==> src/rtl/ssdcwb_pkg.sv <==
`timescale 1ns / 1ps
// ---------------------------------------------------------------------------
// ssdcwb_pkg: shared types and constants of the command write buffer
// Command and status codes, default widths and the per-cell control bundle.
// ---------------------------------------------------------------------------
package ssdcwb_pkg;

    // Default sizing
    localparam int DEPTH_DEF     = 16;
    localparam int LBA_BITS_DEF  = 10;
    localparam int DATA_BITS_DEF = 32;

    // Fixed field widths
    localparam int CMD_BITS    = 2;
    localparam int SIZE_BITS   = 8;
    localparam int STATUS_BITS = 2;

    // Host command codes
    typedef enum logic [CMD_BITS-1:0] {
        CMD_READ  = 2'd0,
        CMD_WRITE = 2'd1,
        CMD_ERASE = 2'd2,
        CMD_FLUSH = 2'd3
    } cmd_t;

    // Result status codes
    localparam logic [STATUS_BITS-1:0] ST_OK    = 2'd0;
    localparam logic [STATUS_BITS-1:0] ST_FULL  = 2'd1;
    localparam logic [STATUS_BITS-1:0] ST_EMPTY = 2'd2;

    // Control into one buffer cell
    typedef struct packed {
        logic shift;  // take the neighbor's entry
        logic load;   // take a new entry from the host
    } cell_ctrl_t;

endpackage

==> src/rtl/ssdcwb_cell.sv <==
`timescale 1ns / 1ps
// ---------------------------------------------------------------------------
// ssdcwb_cell: one buffer slot of the entry chain
// Holds one write or erase entry; loads a new entry or takes its neighbor's.
// ---------------------------------------------------------------------------
module ssdcwb_cell #(
    parameter int LBA_BITS  = ssdcwb_pkg::LBA_BITS_DEF,
    parameter int DATA_BITS = ssdcwb_pkg::DATA_BITS_DEF
) (
    input  logic                           clk,
    input  ssdcwb_pkg::cell_ctrl_t         ctrl,
    // entry from the neighbor cell
    input  logic                           nb_is_erase,
    input  logic [LBA_BITS-1:0]            nb_lba,
    input  logic [ssdcwb_pkg::SIZE_BITS-1:0] nb_size,
    input  logic [DATA_BITS-1:0]           nb_data,
    // entry from the host
    input  logic                           ld_is_erase,
    input  logic [LBA_BITS-1:0]            ld_lba,
    input  logic [ssdcwb_pkg::SIZE_BITS-1:0] ld_size,
    input  logic [DATA_BITS-1:0]           ld_data,
    // held entry
    output logic                           is_erase,
    output logic [LBA_BITS-1:0]            slot_lba,
    output logic [ssdcwb_pkg::SIZE_BITS-1:0] slot_size,
    output logic [DATA_BITS-1:0]           slot_data
);
    import ssdcwb_pkg::*;

    logic                 is_erase_reg;
    logic [LBA_BITS-1:0]  lba_reg;
    logic [SIZE_BITS-1:0] size_reg;
    logic [DATA_BITS-1:0] data_reg;

    // Entry storage, payload only
    always_ff @(posedge clk)
    begin
        if (ctrl.load)
        begin
            is_erase_reg <= ld_is_erase;
            lba_reg      <= ld_lba;
            size_reg     <= ld_size;
            data_reg     <= ld_data;
        end
        else if (ctrl.shift)
        begin
            is_erase_reg <= nb_is_erase;
            lba_reg      <= nb_lba;
            size_reg     <= nb_size;
            data_reg     <= nb_data;
        end
    end

    assign is_erase  = is_erase_reg;
    assign slot_lba  = lba_reg;
    assign slot_size = size_reg;
    assign slot_data = data_reg;

endmodule

==> src/rtl/ssd_command_write_buffer_unit.sv <==
`timescale 1ns / 1ps
// ---------------------------------------------------------------------------
// ssd_command_write_buffer_unit: write buffer with read forwarding
// Holds write and erase commands in arrival order in a ring of cells, answers
// reads from the newest covering entry and drains the buffer on a flush.
// ---------------------------------------------------------------------------
// Sequence: a write or erase is stored at once and its result is valid in
// the cycle after it is taken. A read rotates the cell ring one full turn
// past a single compare unit at the head, oldest entry first, and then sends
// the result. A flush shifts the head entry out, one per cycle while the
// result channel is free; an empty buffer gives one EMPTY result. Only one
// command is in progress at a time; the next is taken once the current one
// has sent its last result. Buffer storage has no reset; the fill count
// alone says which cells hold entries.
module ssd_command_write_buffer_unit #(
    parameter int DEPTH     = ssdcwb_pkg::DEPTH_DEF,
    parameter int LBA_BITS  = ssdcwb_pkg::LBA_BITS_DEF,
    parameter int DATA_BITS = ssdcwb_pkg::DATA_BITS_DEF
) (
    input  logic                               clk,
    input  logic                               rst_n,
    // command channel
    input  logic                               in_valid,
    output logic                               in_stall,
    input  logic [ssdcwb_pkg::CMD_BITS-1:0]    command,
    input  logic [LBA_BITS-1:0]                lba,
    input  logic [DATA_BITS-1:0]               write_data,
    input  logic [ssdcwb_pkg::SIZE_BITS-1:0]   erase_size,
    // result channel
    output logic                               out_valid,
    input  logic                               out_stall,
    output logic [ssdcwb_pkg::STATUS_BITS-1:0] status,
    output logic                               hit,
    output logic [DATA_BITS-1:0]               read_data,
    output logic                               entry_is_erase,
    output logic [LBA_BITS-1:0]                entry_lba,
    output logic [ssdcwb_pkg::SIZE_BITS-1:0]   entry_size,
    output logic [DATA_BITS-1:0]               entry_data,
    output logic                               last,
    output logic [$clog2(DEPTH+1)-1:0]         entry_count
);
    import ssdcwb_pkg::*;

    localparam int CW   = $clog2(DEPTH + 1);
    localparam int CMPW = (LBA_BITS > SIZE_BITS) ? LBA_BITS : SIZE_BITS;

    typedef enum logic [2:0] {
        S_IDLE  = 3'b001,
        S_SCAN  = 3'b010,
        S_FLUSH = 3'b100
    } state_t;

    // Control state
    state_t               state_reg, state_next;
    logic [CW-1:0]        fill_reg, fill_next;
    logic [CW-1:0]        step_reg, step_next;
    logic                 out_valid_reg, out_valid_next;

    // Read scan state
    logic [LBA_BITS-1:0]  scan_lba_reg, scan_lba_next;
    logic                 scan_hit_reg, scan_hit_next;
    logic [DATA_BITS-1:0] scan_data_reg, scan_data_next;

    // Result payload
    logic [STATUS_BITS-1:0] status_reg, status_next;
    logic                   hit_reg, hit_next;
    logic [DATA_BITS-1:0]   rdata_reg, rdata_next;
    logic                   e_erase_reg, e_erase_next;
    logic [LBA_BITS-1:0]    e_lba_reg, e_lba_next;
    logic [SIZE_BITS-1:0]   e_size_reg, e_size_next;
    logic [DATA_BITS-1:0]   e_data_reg, e_data_next;
    logic                   last_reg, last_next;
    logic [CW-1:0]          count_reg, count_next;

    // Cell ring
    logic                 c_erase [DEPTH];
    logic [LBA_BITS-1:0]  c_lba   [DEPTH];
    logic [SIZE_BITS-1:0] c_size  [DEPTH];
    logic [DATA_BITS-1:0] c_data  [DEPTH];
    cell_ctrl_t           c_ctrl  [DEPTH];

    logic                 ring_shift;
    logic                 host_load;
    logic                 ld_erase;
    logic [SIZE_BITS-1:0] ld_size;
    logic [DATA_BITS-1:0] ld_data;

    logic                 out_free;
    logic                 accept;
    logic                 emit;
    logic [LBA_BITS-1:0]  head_diff;
    logic [CMPW-1:0]      diff_ext;
    logic [CMPW-1:0]      size_ext;
    logic                 head_covers;
    logic                 flush_last;

    // Handshake
    assign out_free = !out_valid_reg || !out_stall;
    assign in_stall = (state_reg != S_IDLE) || !out_free;
    assign accept   = in_valid && !in_stall;

    // Host entry, erase keeps size and zero data, write keeps data
    assign ld_erase = (command == CMD_ERASE);
    assign ld_size  = ld_erase ? erase_size : '0;
    assign ld_data  = ld_erase ? '0 : write_data;

    // Ring of cells, each takes the next one's entry; the head wraps to the tail
    for (genvar k = 0; k < DEPTH; k++)
    begin : g_cell
        localparam int NB = (k + 1) % DEPTH;

        assign c_ctrl[k].shift = ring_shift;
        assign c_ctrl[k].load  = host_load && (fill_reg == CW'(k));

        ssdcwb_cell #(
            .LBA_BITS  (LBA_BITS),
            .DATA_BITS (DATA_BITS)
        ) u_cell (
            .clk         (clk),
            .ctrl        (c_ctrl[k]),
            .nb_is_erase (c_erase[NB]),
            .nb_lba      (c_lba[NB]),
            .nb_size     (c_size[NB]),
            .nb_data     (c_data[NB]),
            .ld_is_erase (ld_erase),
            .ld_lba      (lba),
            .ld_size     (ld_size),
            .ld_data     (ld_data),
            .is_erase    (c_erase[k]),
            .slot_lba    (c_lba[k]),
            .slot_size   (c_size[k]),
            .slot_data   (c_data[k])
        );
    end

    // Coverage test of the head entry against the read address
    assign head_diff = scan_lba_reg - c_lba[0];
    assign diff_ext  = CMPW'(head_diff);
    assign size_ext  = CMPW'(c_size[0]);
    assign head_covers = c_erase[0]
                       ? ((scan_lba_reg >= c_lba[0]) && (diff_ext < size_ext))
                       : (scan_lba_reg == c_lba[0]);

    assign flush_last = ((step_reg + CW'(1)) == fill_reg);

    // Sequencer
    always_comb
    begin
        state_next     = state_reg;
        fill_next      = fill_reg;
        step_next      = step_reg;
        scan_lba_next  = scan_lba_reg;
        scan_hit_next  = scan_hit_reg;
        scan_data_next = scan_data_reg;
        ring_shift     = 1'b0;
        host_load      = 1'b0;
        emit           = 1'b0;

        status_next  = ST_OK;
        hit_next     = 1'b0;
        rdata_next   = '0;
        e_erase_next = 1'b0;
        e_lba_next   = '0;
        e_size_next  = '0;
        e_data_next  = '0;
        last_next    = 1'b1;
        count_next   = fill_reg;

        case (state_reg)
            S_IDLE:
            begin
                if (accept)
                begin
                    case (command)
                        CMD_READ:
                        begin
                            scan_lba_next  = lba;
                            scan_hit_next  = 1'b0;
                            scan_data_next = '0;
                            step_next      = '0;
                            state_next     = S_SCAN;
                        end
                        CMD_WRITE, CMD_ERASE:
                        begin
                            emit = 1'b1;
                            if (fill_reg == CW'(DEPTH))
                            begin
                                status_next = ST_FULL;
                            end
                            else
                            begin
                                host_load  = 1'b1;
                                fill_next  = fill_reg + CW'(1);
                                count_next = fill_reg + CW'(1);
                            end
                        end
                        CMD_FLUSH:
                        begin
                            if (fill_reg == '0)
                            begin
                                emit        = 1'b1;
                                status_next = ST_EMPTY;
                            end
                            else
                            begin
                                step_next  = '0;
                                state_next = S_FLUSH;
                            end
                        end
                        default:
                        begin
                            state_next = S_IDLE;
                        end
                    endcase
                end
            end

            S_SCAN:
            begin
                if (step_reg != CW'(DEPTH))
                begin
                    // one entry per cycle, oldest first, so the newest hit stays
                    ring_shift = 1'b1;
                    step_next  = step_reg + CW'(1);
                    if ((step_reg < fill_reg) && head_covers)
                    begin
                        scan_hit_next  = 1'b1;
                        scan_data_next = c_erase[0] ? '0 : c_data[0];
                    end
                end
                else if (out_free)
                begin
                    emit       = 1'b1;
                    hit_next   = scan_hit_reg;
                    rdata_next = scan_data_reg;
                    state_next = S_IDLE;
                end
            end

            S_FLUSH:
            begin
                if (out_free)
                begin
                    emit         = 1'b1;
                    ring_shift   = 1'b1;
                    e_erase_next = c_erase[0];
                    e_lba_next   = c_lba[0];
                    e_size_next  = c_size[0];
                    e_data_next  = c_data[0];
                    last_next    = flush_last;
                    count_next   = '0;
                    step_next    = step_reg + CW'(1);
                    if (flush_last)
                    begin
                        fill_next  = '0;
                        state_next = S_IDLE;
                    end
                end
            end

            default:
            begin
                state_next = S_IDLE;
            end
        endcase

        if (emit)
        begin
            out_valid_next = 1'b1;
        end
        else
        begin
            out_valid_next = out_valid_reg && out_stall;
        end
    end

    // Control registers
    always_ff @(posedge clk or negedge rst_n)
    begin
        if (!rst_n)
        begin
            state_reg     <= S_IDLE;
            fill_reg      <= '0;
            step_reg      <= '0;
            out_valid_reg <= 1'b0;
        end
        else
        begin
            state_reg     <= state_next;
            fill_reg      <= fill_next;
            step_reg      <= step_next;
            out_valid_reg <= out_valid_next;
        end
    end

    // Scan and result payload
    always_ff @(posedge clk)
    begin
        scan_lba_reg  <= scan_lba_next;
        scan_hit_reg  <= scan_hit_next;
        scan_data_reg <= scan_data_next;
        if (emit)
        begin
            status_reg  <= status_next;
            hit_reg     <= hit_next;
            rdata_reg   <= rdata_next;
            e_erase_reg <= e_erase_next;
            e_lba_reg   <= e_lba_next;
            e_size_reg  <= e_size_next;
            e_data_reg  <= e_data_next;
            last_reg    <= last_next;
            count_reg   <= count_next;
        end
    end

    // Outputs
    assign out_valid      = out_valid_reg;
    assign status         = status_reg;
    assign hit            = hit_reg;
    assign read_data      = rdata_reg;
    assign entry_is_erase = e_erase_reg;
    assign entry_lba      = e_lba_reg;
    assign entry_size     = e_size_reg;
    assign entry_data     = e_data_reg;
    assign last           = last_reg;
    assign entry_count    = count_reg;

endmodule
==> config.mk <==
export PLATFORM = sky130hd
export DESIGN_NAME = ssd_command_write_buffer_unit
export DESIGN_NICKNAME = d
export VERILOG_FILES = /design/src/rtl/ssdcwb_pkg.sv /design/src/rtl/ssdcwb_cell.sv /design/src/rtl/ssd_command_write_buffer_unit.sv
export SDC_FILE = /design/constraint.sdc
export NUM_CORES = 1
export LEC_CHECK = 0
export ABC_AREA = 1
export BUFFER_PORTS_ARGS = -buffer_cell sky130_fd_sc_hd__buf_4
export CAP_MARGIN = 20
export CORE_UTILIZATION = 40
export CTS_CLUSTER_DIAMETER = 200
export DETAILED_ROUTE_END_ITERATION = 10
export HOLD_SLACK_MARGIN = 0.06
export PLACE_DENSITY = 0.67
export SLEW_MARGIN = 20
export SYNTH_ARGS = -nofsm -noshare
export SYNTH_HDL_FRONTEND = slang
export SYNTH_HIERARCHICAL = 1
export SYNTH_SLANG_ARGS = --single-unit
==> constraint.sdc <==
create_clock -name clk -period 8.1 [get_ports clk]
set_clock_uncertainty 0.05 [all_clocks]
set_input_delay 0.405 -clock clk [delete_from_list [all_inputs] [get_ports clk]]
set_output_delay 0.405 -clock clk [all_outputs]
set_load 0.03 [all_outputs]
Word-level counts from Yosys, hierarchy flattened:

Index checks and enable logic that the tools add are counted.

* memory bits (writable): 0
* input port bits: 56
* bits in latches: 0
* bits in read-only memories: 0
* flip-flop bits (word level): 965
* memories: 0
* logic and storage cells: 360

* mux-type cells: 180
* multipliers: 0
* magnitude comparators: 3
* $add $sub $neg: 3
* equal/unequal tests: 36
* shift operators: 0
* divide/modulo/power cells: 0
* bitwise logic cells: 2
* reductions and logical operators: 56

Operators by type and width (count)
* $mux 32: 38
* $mux 10: 32
* $mux 8: 33
* $pmux 32 s2: 1
* $mux 5: 10
* $mux 1: 48
* $eq 5x4->1 const B: 8
* $reduce_bool 2->1: 18
* $pmux 5 s2: 3
* $eq 5x3->1 const B: 4
* $logic_and 1x1->1: 20
* $mux 3: 6
* $pmux 5 s3: 1
* $ne 2x2->1 const B: 7
* $add 5x1->5 const B: 2
* $eq 10x10->1: 1
* $eq 5x2->1 const B: 2
* $ge 10x10->1: 1
* $lt 10x8->1: 1
* $sub 10x10->10: 1
* $pmux 3 s3: 1
* $reduce_and 7->1: 1
* $ne 3x1->1 const B: 2
* $pmux 1 s2: 3
* 28 further kinds: 36

Depth between registers and ports, before layout:

Gate-level depths: netlist of run 1.

* depth in word-level cells: 10
* depth in mapped cells: 20
* gate-level depth less buffers: 20

Hierarchy:

The synthesis of run 1 kept the hierarchy.

Modules (own cells, without submodules)
* ssdcwb_cell: cells each 217, instances 16, area each 2299.7 um2
* ssd_command_write_buffer_unit: cells each 756, instances 1, area each 7273.2 um2

Least setup slack after synthesis of run 1:

Ideal clock, no wire load.

* path kind: reg2reg
* start: register scan_lba_reg[0]
* end: register scan_data_reg[0] (enable)
* stages on the path, launching flop included: 21
* library setup time: 0.434 ns
* slack: 3.843 ns
* buffers on the path: 0
* data required time: 7.616 ns
* arrival time: 3.773 ns
* cell sequence: edfxtp_1 > inv_1 > ha_1 > inv_1 > fa_1 > nand2_1 > nand2_1 > nand2_1 > xnor2_1 > ha_1 > nand2_1 > inv_1 > a21oi_1 > nand2_1 > nand2_1 > nand2_1 > nor2_1 > nand2_1 > nand2_1 > nand2_1 > a21oi_1

* longest elaborated chain between the ends: 7

RTL lines
* start: declaration: RTL line ssd_command_write_buffer_unit.sv:60 `logic [LBA_BITS-1:0] scan_lba_reg, scan_lba_next;`
* start signal: assignment: RTL line ssd_command_write_buffer_unit.sv:299 `scan_lba_reg <= scan_lba_next;`
* $sub 10x10->10: RTL line ssd_command_write_buffer_unit.sv:137 `assign head_diff = scan_lba_reg - c_lba[0];`
* $lt 10x8->1: RTL line ssd_command_write_buffer_unit.sv:141 `? ((scan_lba_reg >= c_lba[0]) && (diff_ext < size_ext))`
* $logic_and 1x1->1: RTL line ssd_command_write_buffer_unit.sv:141
* $mux 1 (*): RTL line ssd_command_write_buffer_unit.sv:141
* $logic_and 1x1->1 (*): RTL line ssd_command_write_buffer_unit.sv:225 `if ((step_reg < fill_reg) && head_covers)`
* $ne 2x2->1 (no source line) (*)
* $reduce_and 5->1 (no source line) (*)
* end signal: assignment: RTL line ssd_command_write_buffer_unit.sv:301 `scan_data_reg <= scan_data_next;`
* end: declaration: RTL line ssd_command_write_buffer_unit.sv:62 `logic [DATA_BITS-1:0] scan_data_reg, scan_data_next;`

Every way passes the cells marked *; elsewhere a longest branch is shown, timed or not.
A chain may end at the register's enable or synchronous reset.

==> flow_summary_export.csv, run 1 <==
group,metric,value,unit
status,status,"finished clean",
pwr,powerDensity,312,nW/um2
final_layout,final_cells,5848,
clocking,cts_resized,0,
detailed_routing,drt_iter0_drc,3458,
critical_path,timing.rr.start,"state_reg[0]",
detailed_routing,vias_per_cell,4.97,
final_layout,fillers,10100,
timing,fmax,0.255,GHz
pwr,p_int,10.7,mW
critical_path,required,8.35,ns
critical_path,cp.arrival,4.18,ns
grt,grt_max_degree,59,
clocking,post_cts_buffers,0,
pwr,pwr-share-comb,0.191,
critical_path,r2r_slack,4.18,ns
final_layout,postLayoutCellArea,48900,um2
timing,rsz0062_at_grt,"false",
detailed_routing,finalWirelength,116,mm
timing,setup_violations,0,
clocking,clkTransAtPathRegs,0.06,ns
grt,grt_first_pass_wirelength,173,mm
grt,first_global_vias,27100,
clocking,max-clock-path-buffers,3,
clocking,cts_tree,"built",
synthesis,syn_nets,4318,
flow_run,cap_violations,0,
timing,fin_crit_sh,0.485,
placed_design,dp_hpwl,72.5,mm
synthesis,yosysWarnings,6,
final_layout,largest_reg_flops,512,
timing,timing_hold_violations_final,0,
clocking,clock_sinks,965,
detailed_routing,dr.pass1.iters,5,
detailed_routing,dr_total_vias,29000,
timing,min_period,3.92,ns
timing,finalSetupTns,0,ns
placed_design,gp_congestion,0.890,
synthesis,synth-seq-area-share,0.656,
min_path,hold_path_class,"in -> reg",
placed_design,dpl_cell_area,45500,um2
pwr,sw_frac_of_total,0.300,
min_path,hold_path_end,"scan_lba_reg[3]",
critical_path,startpoint,"state_reg[0]",
clocking,htreeDepth,3,
floorplan,die_y,334,um
synthesis,syn_area,44100,um2
detailed_routing,wl_per_cell,19.8,um
critical_path,r2r_cells,9,
grt,grt_antenna_before_repair,1,
synthesis,synth.distinct_cells,40,
final_layout,final-seq-area,28900,um2
floorplan,core,109000,um2
grt,groute.usage.overall,0.206,
critical_path,startpoint_type,"flip-flop",
synthesis,synth-seq-cells,965,
synthesis,avgSynthCellArea,10.4,um2
final_layout,multi_input_area,12500,um2
placed_design,numPortBuffers,149,
floorplan,die_x,334,um
clocking,cts_buffers,103,
critical_path,criticalPathCategory,"reg -> reg",
min_path,holdPathStages,1,
final_layout,nets,4439,
grt,grt_overflow,0,
timing,tightest_slew,1.15,ns
synthesis,async_flop_share,0.0145,
synthesis,yosys.area.top_type_share,0.648,
synthesis,synth_top_area_cell,"edfxtp_1",
floorplan,dieArea,112000,um2
detailed_routing,ant_nets,0,
floorplan,initial_utilization,0.404,
synthesis,synth_most_common_cell,"nand2_1",
detailed_routing,drc,0,
placed_design,dp.cells,5653,
clocking,clk_latency,0.68,ns
synthesis,synthCells,4228,
timing,slew_violations,0,
synthesis,synth-edff-count,951,
min_path,hp-start,"lba[3]",
timing,maxSlewHeadroom,0.232,
synthesis,synthTopCellsByArea,"edfxtp_1 65%, nand2_1 19%, nand2_2 4.6%",
floorplan,num_rows,121,
pwr,power.leakage,20.5,nW
pwr,clock_power_share,0.310,
floorplan,ios,150,
synthesis,synthFlopType,"edfxtp_1",
final_layout,synthToLayoutAreaGrowth,11.1,%
critical_path,path_max_fanout,53,
final_layout,drive_gt1_frac,0.175,
pwr,power.switching,4.58,mW
synthesis,synth_common_cells,"2237 x nand2_1, 951 x edfxtp_1, 321 x nand2_2",
final_layout,n_antenna_cell,0,
critical_path,cp-end-kind,"flip-flop",
pwr,seqPwrFrac,0.499,
critical_path,r2r-end,"g_cell[10].u_cell/slot_lba[0]",
clocking,clockRootBuffer,"clkbuf_16",
pwr,vdd_drop_max,0.183,mV
[cells in the final DEF (no fill, tap or decap), types with 21 or more instances in the layout]
cell	instances
nand2_1	2236
edfxtp_1	951
nand2_2	321
buf_4	204
inv_1	171
nor2_1	140
clkbuf_16	105
ha_1	32
nor2_2	30
clkbuf_1	22
clkinv_1	21
[worst max-delay path by stage]
stage	to	cells past startpoint
floorplan	scan_data_reg[0]	20
global placement	g_cell[10].u_cell/slot_size[2]	9
detailed placement	g_cell[10].u_cell/slot_lba[0]	9
CTS	g_cell[10].u_cell/slot_data[26]	9
global route	g_cell[10].u_cell/slot_lba[0]	9
finish	g_cell[10].u_cell/slot_lba[0]	9
[kinds of logic (layout without fill, tap and decap cells)]
logic type	Yosys count	after routing	share of synthesized area
AO/OA/AOI/OAI	36	36	0.00497
flip-flops	965	965	0.656
adder cells (fa/ha/maj)	34	34	0.00982
XOR/XNOR	12	12	0.00238
AND/OR/NAND/NOR	2796	2796	0.260
buffers and inverters	385	591	0.0667
[final cells by class]
class / instances / area share
sequential: 965 / 0.591
multi-input combinational: 2878 / 0.254
timing repair buffer: 209 / 0.0323
tap: 1414 / 0.0361
clock inverter: 63 / 0.0137
inverter: 192 / 0.0173
clock buffer: 127 / 0.0554
[through the flow]
stage	hold slack (ns)	util	setup WS (ns)	power, mW
finish	0.111	0.449	4.18	15.3
global route	0.0843	0.449	3.97	15.9
CTS	0.0653	0.449	4.19	15.3
detailed placement	0.230	0.417	4.17	10.6
global placement	0.226	0.417	4.25	10.6
floorplan	0.0594	-	3.84	9.44
[timing repair]
item	CTS	global route
endpoints found under the hold margin	15	0
hold buffers	4	0
setup endpoints to repair	0	0
[routing by layer]
metal,global-route usage,wire (um),up-vias
li1,-,-,13800
met1,0.305,51600,13800
met2,0.297,49000,1301
met3,0.0573,12600,157
met4,0.0546,2730,0
met5,0,0,-
[critical path, stage by stage (launching register included)]
cell,delay (ns)
dfstp_2,0.59
nand3_4,0.16
clkinv_4,0.13
nand3_4,0.13
nor2_8,0.17
nand3_1,0.42
nor2_4,0.20
buf_4,0.53
or2_2,0.53
buf_4,0.49
[power groups by stage]
stage                     registers, mW  clock network [mW]  logic [mW]
after floorplan                    7.72                   0        1.72
after global placement             7.70                   0        2.86
after detailed placement           7.70                   0        2.90
after CTS                          7.62                4.80        2.92
after global routing               7.71                4.99        3.22
final                              7.62                4.74        2.92
Note: power is estimated with default switching activity, not from simulation.
==> run 2, diff against run 1 <==
Clock period 8.1 ns to 3.7 ns, I/O delays scaled along.
==> run 2 against run 1 <==
Against the previous run:
- combinational power grew 130%
- clock power grew 110%
- register-to-register slack lost 3.7 ns
- cell count grew 0.74%
- design area grew 0.51%
- first-iteration DRC count shrank 11%
- sequential share of layout area shrank 0.30 points
- sequential power grew 120%
- global-route usage grew 0.31 points
- critical path depth grew 12
- core utilization grew 0.23 points
- largest cell class unchanged
- highest routed layer unchanged
==> flow_summary_export.csv, run 2 (same netlist as run 1, synthesis figures left out) <==
group,metric,value,unit
floorplan,die_x,334,um
clocking,max-clock-path-buffers,3,
final_layout,final_cells,5891,
clocking,cts_resized,0,
pwr,powerDensity,670,nW/um2
clocking,clk_latency,0.68,ns
timing,finalSetupTns,0,ns
final_layout,postLayoutCellArea,49200,um2
timing,fin_crit_sh,0.872,
grt,first_global_vias,28800,
min_path,hold_path_class,"in -> reg",
flow_run,cap_violations,0,
critical_path,path_max_fanout,33,
final_layout,n_antenna_cell,0,
pwr,vdd_drop_max,0.382,mV
timing,min_period,3.23,ns
clocking,cts_tree,"built",
timing,timing_hold_violations_final,0,
final_layout,fillers,9981,
detailed_routing,wl_per_cell,19.9,um
clocking,clock_sinks,965,
clocking,clockRootBuffer,"clkbuf_16",
pwr,power.leakage,20.7,nW
placed_design,dp_hpwl,68.2,mm
detailed_routing,dr.pass1.iters,5,
floorplan,ios,150,
detailed_routing,finalWirelength,117,mm
floorplan,dieArea,112000,um2
critical_path,criticalPathCategory,"reg -> reg",
timing,tightest_slew,1.05,ns
pwr,power,33.0,mW
final_layout,utilization,0.451,
detailed_routing,ant_nets,0,
floorplan,core,109000,um2
timing,fmax,0.310,GHz
grt,grt_max_degree,93,
final_layout,drive_gt1_frac,0.174,
clocking,htreeDepth,3,
grt,grt_first_pass_wirelength,178,mm
critical_path,cp-end-kind,"flip-flop",
floorplan,num_rows,121,
final_layout,mostFrequentLayoutCell,"nand2_1",
final_layout,multi_input_area,12400,um2
final_layout,largest_reg_flops,512,
final_layout,synthToLayoutAreaGrowth,11.6,%
placed_design,dpl_cell_area,45900,um2
final_layout,final-seq-area,28900,um2
critical_path,startpoint_type,"flip-flop",
timing,fin_hold_ws,0.0725,ns
placed_design,numPortBuffers,149,
placed_design,dp.cells,5694,
placed_design,gp_congestion,0.841,
detailed_routing,vias_per_cell,5.05,
critical_path,cp.arrival,3.53,ns
timing,slew_violations,0,
clocking,cts_buffers,102,
final_layout,mostFrequentLayoutCells,"2236 x nand2_1, 951 x edfxtp_1, 321 x nand2_2, 232 x buf_4, 171 x inv_1",
final_layout,nets,4491,
floorplan,initial_utilization,0.404,
timing,rsz0062_at_grt,"false",
grt,grt_antenna_before_repair,0,
timing,setup_ws,0.475,ns
status,status,"finished clean",
grt,grt_overflow,0,
critical_path,required,4.00,ns
timing,setup_violations,0,
detailed_routing,dr_total_vias,29700,
grt,groute.usage.overall,0.210,
floorplan,die_y,334,um
detailed_routing,drc,0,
timing,maxSlewHeadroom,0.296,
detailed_routing,drt_iter0_drc,3075,
clocking,clkTransAtPathRegs,0.06,ns
placed_design,dp_slack,0.468,ns
-- run 2: final cells by class --
type                       instances  area share
clock inverter                    55     0.00890
clock buffer                     125      0.0541
multi-input combinational       2878       0.252
inverter                         192      0.0172
sequential                       965       0.588
timing repair buffer             262      0.0442
tap                             1414      0.0360
-- run 2: worst max-delay path, stage by stage (launching register included) --
cell	delay [ns]
edfxtp_1	0.36
inv_1	0.09
ha_1	0.14
inv_1	0.04
fa_1	0.43
nand2_1	0.08
nand2_1	0.07
nand2_1	0.09
xnor2_1	0.13
ha_1	0.25
nand2_1	0.08
inv_1	0.04
a21oi_1	0.14
nand2_1	0.07
nand2_1	0.06
nand2_1	0.05
nor2_1	0.10
nand2_1	0.06
nand2_1	0.05
nand2_1	0.08
a21oi_4	0.15
buf_12	0.25
-- run 2: timing repair --
action / CTS / global route
buffers inserted: 0 / 0
hold endpoints to repair: 199 / 0
hold buffers: 17 / 0
-- run 2: power breakdown --
part / switching (mW) / internal, mW
clock: 4.30 / 5.44
sequential: 0.870 / 15.7
combinational: 4.80 / 1.88
-- run 2: final timing paths --
kind	slack (ns)	start	depth (start not counted)	endpoint
hold / removal	0.07	write_data[3]	5	g_cell[0].u_cell/slot_data[3]
setup reg to reg	0.47	scan_lba_reg[0]	21	scan_data_reg[7]
min in group asynchronous	0.58	rst_n	3	state_reg[2]
hold reg to reg	0.44	g_cell[2].u_cell/slot_lba[5]	2	g_cell[1].u_cell/slot_lba[5]
max in group asynchronous	2.59	rst_n	3	fill_reg[1]
setup / recovery	0.47	scan_lba_reg[0]	21	scan_data_reg[7]
-- run 2: layer usage --
layer	global-route usage	part of all wire	vias up
met5	0	0	-
met3	0.0411	0.094	148
li1	-	-	13900
met4	0.0508	0.019	0
met1	0.287	0.42	14400
met2	0.342	0.47	1357
